**src/hdl/sssp_pkg.sv**
```systemverilog
`timescale 1ns / 1ps
package sssp_pkg;
  localparam int unsigned DIST_W = 22;
  localparam int unsigned WEIGHT_W = 16;
  localparam int unsigned MAX_NODES = 64;
  localparam logic [DIST_W-1:0] DIST_MAX = {DIST_W{1'b1}};
  localparam logic CFG_SOURCE_NODE = 1'b0;
  localparam logic CFG_NODE_COUNT = 1'b1;
endpackage

```
**src/hdl/sssp_front.sv**
```systemverilog
`timescale 1ns / 1ps
module sssp_front import sssp_pkg::*; #(
  parameter int NODE_W = 6,
  parameter int EDGE_W = 9,
  parameter int MAX_EDGES = 512
) (
  input  logic                clk,
  input  logic                rst,
  input  logic                valid,
  output logic                ready,
  input  logic [NODE_W-1:0]   from_node,
  input  logic [NODE_W-1:0]   to_node,
  input  logic [WEIGHT_W-1:0] edge_weight,
  input  logic                last_edge,
  output logic                ewr_en,
  output logic [EDGE_W-1:0]   ewr_addr,
  output logic [2*NODE_W+WEIGHT_W-1:0] ewr_data,
  output logic                start,
  output logic [EDGE_W:0]     start_count,
  input  logic                back_idle
);
  logic [EDGE_W:0] edges_loaded;
  logic busy;
  logic acc;

  assign ready = !busy;
  assign acc = valid && ready;
  assign ewr_en = acc && (edges_loaded < (EDGE_W+1)'(MAX_EDGES));
  assign ewr_addr = edges_loaded[EDGE_W-1:0];
  assign ewr_data = {from_node, to_node, edge_weight};

  always_ff @(posedge clk) begin
    if (rst) begin
      edges_loaded <= '0;
      busy <= 1'b0;
      start <= 1'b0;
      start_count <= '0;
    end else begin
      start <= 1'b0;
      if (acc) begin
        if (last_edge) begin
          start <= 1'b1;
          start_count <= edges_loaded + (EDGE_W+1)'(ewr_en);
          edges_loaded <= '0;
          busy <= 1'b1;
        end else if (ewr_en) begin
          edges_loaded <= edges_loaded + 1'b1;
        end
      end else if (busy && !start && back_idle) begin
        busy <= 1'b0;
      end
    end
  end

`ifndef SYNTHESIS
  a_no_overfill: assert property (@(posedge clk) disable iff (rst)
    edges_loaded <= (EDGE_W+1)'(MAX_EDGES)) else $error("edge count overflow");
  a_start_busy: assert property (@(posedge clk) disable iff (rst)
    start |-> busy) else $error("start while not busy");
  a_clear: assert property (@(posedge clk) disable iff (rst)
    start |-> edges_loaded == '0) else $error("edge count not cleared");
`endif
endmodule

```
**config.mk**
```make
export PLATFORM = sky130hd
export DESIGN_NAME = sssp_front
export DESIGN_NICKNAME = d
export VERILOG_FILES = /design/src/hdl/sssp_pkg.sv /design/src/hdl/sssp_front.sv
export SDC_FILE = /design/constraint.sdc
export NUM_CORES = 1
export LEC_CHECK = 0
export BUFFER_PORTS_ARGS = -buffer_cell sky130_fd_sc_hd__buf_2
export CORE_ASPECT_RATIO = 0.75
export CORE_MARGIN = 2
export CORE_UTILIZATION = 42
export DETAILED_ROUTE_END_ITERATION = 8
export PLACE_DENSITY = 0.8
export SLEW_MARGIN = 10
export SYNTH_ARGS = -nofsm -noshare
export SYNTH_HDL_FRONTEND = slang
export SYNTH_SLANG_ARGS = --single-unit
```
**constraint.sdc**
```tcl
create_clock -name clk -period 1.9 [get_ports clk]
set_input_delay 0.38 -clock clk [delete_from_list [all_inputs] [get_ports clk]]
set_output_delay 0.38 -clock clk [all_outputs]
set_load 0.02 [all_outputs]
```
Word level (Yosys, flattened, before mapping):

Cells that the tools add are included.

* register bits: 22
* input bits: 33
* output and inout port bits: 50
* logic and storage cells: 27

* $add $sub $neg: 2
* $lt $le $gt $ge: 1
* equal/unequal tests: 1
* multiplexer cells: 6
* bitwise logic cells: 1
* reduce and logical (&&, ||, !) cells: 12

Operator list (number)
* $mux 10: 2
* $add 10x1->10: 1
* $add 10x1->10 const B: 1
* $lt 10x10->1 const B: 1
* $reduce_and 2->1: 3
* $logic_and 1x1->1: 4
* $mux 1: 4
* $reduce_bool 2->1: 2
* $logic_not 1->1: 2
* $ne 2x2->1 const B: 1
* $reduce_or 2->1: 1
* $not 1->1: 1

Depth between registers and ports, before layout:

Gate-level depths: netlist of the first run.

* depth after elaboration: 5
* gate-level depth with buffers: 7
* mapped depth without buffers: 7

Worst setup path after synthesis of the first run:

OpenSTA, ideal clock, no wires.

* kind: input port to flip-flop
* start point: input port valid
* end point: register start_count[7]
* library setup time: 0.117 ns
* arrival time: 1.823 ns
* required time: 1.783 ns
* setup slack: -0.040 ns
* stages on the path: 7
* buffers on the path: 0
* cell sequence: or2b_1 > nor2_1 > ha_1 > nand3_1 > nor3_1 > xor2_1 > a22o_1

* longest elaborated chain between the ends: 3
* elaborated cells on any way between the ends: 4
* classes of those cells: add/sub: 1; reduce/logical: 3

Ends and longest elaborated chain
* start, declared: RTL line sssp_front.sv:9 `input logic valid,`
* $logic_and 1x1->1: RTL line sssp_front.sv:27 `assign acc = valid && ready;`
* $logic_and 1x1->1: RTL line sssp_front.sv:28 `assign ewr_en = acc && (edges_loaded < (EDGE_W+1)'(MAX_EDGES));`
* net ewr_en: RTL line sssp_front.sv:15 `output logic ewr_en,`
* $add 10x1->10: RTL line sssp_front.sv:43 `start_count <= edges_loaded + (EDGE_W+1)'(ewr_en);`
* end signal, assigned: RTL line sssp_front.sv:43
* end, declared: RTL line sssp_front.sv:19 `output logic [EDGE_W:0] start_count,`

The timed path passes the listed nets, and every way through them passes these cells.
A chain may end at the register's enable or synchronous reset.

Final worst setup path of the first run:

* start point: register busy
* end point: register start_count[9]

* longest elaborated chain between the ends: 4
* elaborated cells on any way between the ends: 5
* classes of those cells: add/sub: 1; reduce/logical: 4

Ends and longest elaborated chain
* start, declared: RTL line sssp_front.sv:23 `logic busy;`
* start signal, assigned: RTL line sssp_front.sv:35 `busy <= 1'b0;`
* start signal, assigned: RTL line sssp_front.sv:45 `busy <= 1'b1;`
* start signal, assigned: RTL line sssp_front.sv:50 `busy <= 1'b0;`
* $logic_not 1->1 *: RTL line sssp_front.sv:26 `assign ready = !busy;`
* $logic_and 1x1->1 *: RTL line sssp_front.sv:27
* $logic_and 1x1->1: RTL line sssp_front.sv:28
* $add 10x1->10: RTL line sssp_front.sv:43

Every way passes the cells marked *; elsewhere a longest branch is shown, timed or not.

==> results of run 1 <==
## cell families after synthesis
logic type      share of synthesized area
compound gates                     0.1134
flops                              0.3441
buf+inv                            0.2512
simple gates                       0.1652
mux                              0.007820
xor+xnor                          0.08895
fa+ha+maj                         0.02933
## path summary, 6_finish.rpt
kind	from	end	slack [ps]	depth (start not counted)
worst max-delay path	busy	start_count[9]	230	7
worst min-delay path	rst	edges_loaded[0]	380	2
worst max register to register	busy	start_count[9]	230	7
worst min register to register	start_count[1]	start_count[1]	480	1
## metrics by stage
step / area (sq um) / util / instances
2_1_floorplan: 1282 / - / 142
3_3_place_gp: 1161 / 0.3985 / 166
3_5_place_dp: 1161 / 0.3985 / 166
4_1_cts: 1232 / 0.4229 / 170
5_1_grt: 1232 / 0.4229 / 170
6_report: 1232 / 0.4229 / 170
## cell type report
cell class | instances | area (sq um) | area share
multi-input combinational | 76 | 520.5 | 0.4223
sequential | 22 | 440.4 | 0.3574
timing repair buffer | 28 | 145.1 | 0.1178
tap | 38 | 47.55 | 0.03858
clock buffer | 3 | 41.29 | 0.03350
clock inverter | 1 | 30.03 | 0.02437
inverter | 2 | 7.507 | 0.006091
## worst reg2reg max path, stage by stage, from the launching register on
cell and delay (ps):
dfxtp_1 340, or2b_1 250, nor2_2 100, ha_1 170
nand3_1 160, nor3_1 260, xor2_1 90, a22o_1 190
## synth_stat cells (all sizes together), types with 2 or more instances
cell	count	area share
xnor2	4	0.027
a21oi	3	0.012
dfxtp	22	0.34
xor2	9	0.062
inv	2	0.0059
nor2	11	0.032
nand2	7	0.021
buf	41	0.24
nor2b	2	0.0098
nand3	5	0.020
ha	3	0.029
a22o	10	0.068
nand4	4	0.020
nor3	3	0.012
## registers in the layout (all words and copies together) (netlist names)
register	count
edges_loaded	10
start	1
busy	1
start_count	10
## routing by layer
metal | share of wire | vias up
met5 | 0 | -
met4 | 0.039 | 0
met3 | 0.10 | 21
met2 | 0.43 | 44
met1 | 0.43 | 417
li1 | - | 424
## where the power goes
group,switching [W],internal (W)
sequential,0.00000551,0.000467
combinational,0.0000407,0.0000241
clock,0.000150,0.000282
total,0.000196,0.000772
==> metrics.md, run 1 <==
| Metric | Value |
|---|---|
| Area delta synth->final | -3.715% |
| Crit path kind | flip-flop to flip-flop |
| Vias per Instance | around 5.3 |
| Post-route ant nets | 0 |
| Final net count | roughly 170 |
| M2 GR Usage | 0.2288 |
| Drt initial violations | 56 |
| Final worst path period need | roughly 1700 ps |
| # rows | 17 |
| Worst setup margin | between 200 and 250 ps |
| CTS tree | yes |
| Global route overflow | 0 |
| Die area | ~0.0035 sq mm |
| Min-delay worst type | input port to flip-flop |
| Die width | a little under 70 microns |
| Clock Skew | 8.144 ps |
| Startpoint Class | flip-flop |
| Core area | between 0.002 and 0.003 sq mm |
| CP bufs+invs | 0 |
| Most common cell after layout, fill and taps aside | buf_2 |
| Post-Synthesis Cells | between 100 and 150 |
| Root Driver | clkbuf_8 |
| Slowest-stage cell, CP | dfxtp_1 |
| Initial antenna violation count | 0 |
| Hold_buf cts | 0 |
| Post-route DRC | 0 |
| Diode count | 0 |
| CP required | roughly 2100 ps |
| I/O Buffers | 26 |
| Fin crit share | 0.8797 |
| Post-cts resize count | 0 |
| Critical Path AT | between 1500 and 2000 ps |
| Asr flop ratio synth | 0 |
| Total track usage | 0.1500 |
| WL/cell | 14.21 microns |
| Clock slew at reported path FFs | approximately 80 ps |
| Setup TNS | 0 ps |
| Unrepaired setup endpoints after global routing | false |
| Sequential fraction of the synthesis area | 0.3441 |
| Vias in the first global route | approximately 860 |
| Placer Congestion | 0.8392 |
| CP endpoint kind | flip-flop |
| Cell family with most CP delay | simple AND/OR/NAND/NOR gates |
| Global routing's busiest layer | met2 |
| Max Buffers Root-to-Sink | 2 |
| H-Tree Level Count | 1 |
| Pins Over Slew Limit | 0 |
| Die height | 51.81 microns |
| GR Util met3 | 0.05844 |
| VDD IR max | approximately 0.33 mV |
| Worst Tran Pin Value | 485.5 ps |
| Maximum Capacitance Violations | 0 |
| Average size of a mapped cell | ~9 sq um |
| TritonCTS Buffers | 3 |
| Worst-path fanout max | 4 |
| Post-synthesis net count | about 180 |
| Post-CTS setup buffers | 0 |
| Worst stage delay on the critical path | approximately 340 ps |
| Initial core utilization | 0.4392 |
| First-pass GRT wire length | a little under 4 mm |
| Pleak | ~0.57 nW |
| Drt pass-1 iters | 4 |
| Skew-Pair Late Insertion Delay | between 200 and 300 ps |
| Number of flops mapped to enable cells by yosys | 0 |
| Synth warn | 0 |
| Synth cell types | 32 |
| Met1 Resource Use GR | 0.1723 |
| Most frequent cells in the layout | buf_2 (26), dfxtp_1 (22), nor2_1 (10), a22o_1 (10), xor2_1 (9) |
| Total Power | 0.0009689 W |
| Hold WS | between 300 and 400 ps |
| Total I/O pin count | between 80 and 90 |
| Cell Area, Synth | 0.001280 sq mm |
| Largest net degree at the start of global routing | 14 |
| Predominant post-synthesis flop cell | dfxtp_1 |
| Max transition margin | 0.6757 |
| Status | complete, no violations |
| Fill cells | around 280 |
| # setup viols final | 0 |
| Final Hold Viols | 0 |
| Final WL | 2.415 mm |
| Dpl ws | roughly 60 ps |
| Sink Count | 22 |
| Via count | 906 |
| DP HPWL | about 1.8 mm |
| Power Density | roughly 790 mW/mm^2 |
| #FFs+latches synth | 22 |
| Max Clk Rate | around 600 MHz |
| Layout cells sized above 1 | 0.2727 |
| Worst path cell trace | or2b_1 -> nor2_2 -> ha_1 -> nand3_1 -> nor3_1 -> xor2_1 -> a22o_1 |
(Power assumes the default switching activity.)
==> run 2: changes to the inputs <==
--- a/config.mk
+++ b/config.mk
@@ -10,7 +10,7 @@
 export CORE_MARGIN = 2
 export CORE_UTILIZATION = 42
 export DETAILED_ROUTE_END_ITERATION = 8
-export PLACE_DENSITY = 0.8
+export PLACE_DENSITY = 0.91
 export SLEW_MARGIN = 10
 export SYNTH_ARGS = -nofsm -noshare
 export SYNTH_HDL_FRONTEND = slang
==> run 2 against run 1 <==
Compared with the run above: utilization is 0.26 points lower; largest power group unchanged; sequential power hardly changed; critical path depth unchanged; non-clock buffer count is 1 lower.
==> metrics.md, run 2 (same netlist as run 1, synthesis figures left out) <==
| Metric | Value |
|---|---|
| Status | complete, no violations |
| Core area | 0.002914 sq mm (unchanged) |
| Worst setup margin | 193.2 ps (-35.32 ps) |
| Die width | 67.75 microns (unchanged) |
| Dpl ws | 40.90 ps (-19.27 ps) |
| Vias per Instance | 4.935 (-7.4%) |
| Final WL | 2.193 mm (-9.2%) |
| Final net count | 168 (-0.59%) |
| Sink Count | 22 (unchanged) |
| Most frequent cells in the layout | buf_2 (26), dfxtp_1 (22), nor2_1 (10), a22o_1 (10), xor2_1 (9) |
| # setup viols final | 0 (unchanged) |
| Pleak | 0.5649 nW (-0.87%) |
| Hold_buf cts | 0 (unchanged) |
| TritonCTS Buffers | 3 (unchanged) |
| Unrepaired setup endpoints after global routing | false |
| Final worst path period need | 1707 ps (+35.32 ps) |
| Pins Over Slew Limit | 0 (unchanged) |
| Fin crit share | 0.8983 (+0.01859) |
| Worst Tran Pin Value | 832.3 ps (+346.8 ps) |
| Diode count | 0 (unchanged) |
| Initial core utilization | 0.4392 (unchanged) |
| Die area | 0.003510 sq mm (unchanged) |
| WL/cell | 12.98 microns (-8.7%) |
| Layout cells sized above 1 | 0.2672 (-0.005552) |
| Final Hold Viols | 0 (unchanged) |
| Post-route DRC | 0 (unchanged) |
| Drt initial violations | 48 (-14%) |
| Placer Congestion | 0.8022 (-4.4%) |
| Worst-path fanout max | 4 (unchanged) |
| CTS tree | yes |
| Critical Path AT | 1870 ps (+30 ps) |
| Max transition margin | 0.4451 (-0.2305) |
| VDD IR max | 0.3840 mV (+17%) |
| Max Clk Rate | 585.9 MHz (-2.1%) |
| Startpoint Class | flip-flop |
| Power Density | 787.0 mW/mm^2 (+0.12%) |
| Finished Core Util | 0.4204 (-0.002576) |
| Setup TNS | 0 ps (unchanged) |
| Maximum Capacitance Violations | 0 (unchanged) |
| CP required | 2060 ps (about the same) |
| Total track usage | 0.1339 (-0.01612) |
| H-Tree Level Count | 1 (unchanged) |
| Crit path kind | flip-flop to flip-flop |
| Largest net degree at the start of global routing | 14 (unchanged) |
| # rows | 17 (unchanged) |
| Global route overflow | 0 (unchanged) |
| Total I/O pin count | 83 (unchanged) |
| Initial antenna violation count | 0 (unchanged) |
| First-pass GRT wire length | 3.491 mm (-12%) |
| Most common cell after layout, fill and taps aside | buf_2 |
| Area delta synth->final | -4.301% |
| Clock Skew | 3.742 ps (-4.401 ps) |
| Fill cells | 279 (+1.5%) |
| I/O Buffers | 26 (unchanged) |
| CP endpoint kind | flip-flop |
| DP HPWL | 1.652 mm (-9.8%) |
| Root Driver | clkbuf_8 |
| Skew-Pair Late Insertion Delay | 260 ps (about the same) |
| Post-route ant nets | 0 (unchanged) |
| Via count | 834 (-7.9%) |
| Vias in the first global route | 743 (-14%) |
| Largest registers | edges_loaded (10), start_count (10) |
| Max Buffers Root-to-Sink | 2 (unchanged) |
| Die height | 51.81 microns (unchanged) |
| Clock slew at reported path FFs | 80 ps (about the same) |
| Min-delay worst type | input port to flip-flop |
| Post-cts resize count | 0 (unchanged) |
| Drt pass-1 iters | 4 (unchanged) |
| Post-CTS setup buffers | 0 (unchanged) |
## run 2: cell types whose count changed in the layout (fill, tap and decap cells not counted), sizes merged
cell and change:
buf -1
## run 2: area by class of cell
type	instances	area [sq um]	area share
multi-input combinational	76	520.5	0.4249
sequential	22	440.4	0.3596
timing repair buffer	27	137.6	0.1124
tap	38	47.55	0.03882
clock buffer	3	41.29	0.03371
clock inverter	1	30.03	0.02451
inverter	2	7.507	0.006129
## run 2: worst paths after layout
kind / start / endpoint / slack (ps) / cells past startpoint
hold / removal: rst / edges_loaded[1] / 370 / 2
setup reg to reg: busy / start_count[7] / 190 / 7
setup / recovery: busy / start_count[7] / 190 / 7
hold reg to reg: start_count[8] / start_count[8] / 480 / 1
## run 2: routing by layer
layer,vias up,part of all wire,routed length [microns],track usage
met4,0,0.0078,17,0.03061
met1,373,0.50,1102,0.1787
met3,3,0.077,169,0.06277
met2,31,0.41,904,0.1944
met5,-,0,0,0
li1,427,-,-,-
## run 2: power breakdown
| part | total [W] | internal (W) | switching [W] |
|---|---|---|---|
| Combinational | 0.0000620 | 0.0000223 | 0.0000396 |
| Clock | 0.000430 | 0.000281 | 0.000149 |
| Sequential | 0.000472 | 0.000466 | 0.00000530 |
| Total | 0.000964 | 0.000770 | 0.000194 |
## run 2: stage by stage
step / instance area, sq um / total power, W / hold WS (ps) / std cells
floorplan: 1282 / 0.0006168 / 452.4 / 142
global placement: 1154 / 0.0005435 / 462.6 / 165
detailed placement: 1154 / 0.0005440 / 463.2 / 165
CTS: 1225 / 0.0009719 / 362.1 / 169
global route: 1225 / 0.0009992 / 372.2 / 169
finish: 1225 / 0.0009641 / 374.4 / 169
## run 2: worst max-delay path: stages, from the launching register on
cell and delay (ps):
dfxtp_1 340, or2b_1 260, nor2_2 110, ha_1 170
nand3_1 160, nor3_1 280, xor2_1 100, a22o_1 200
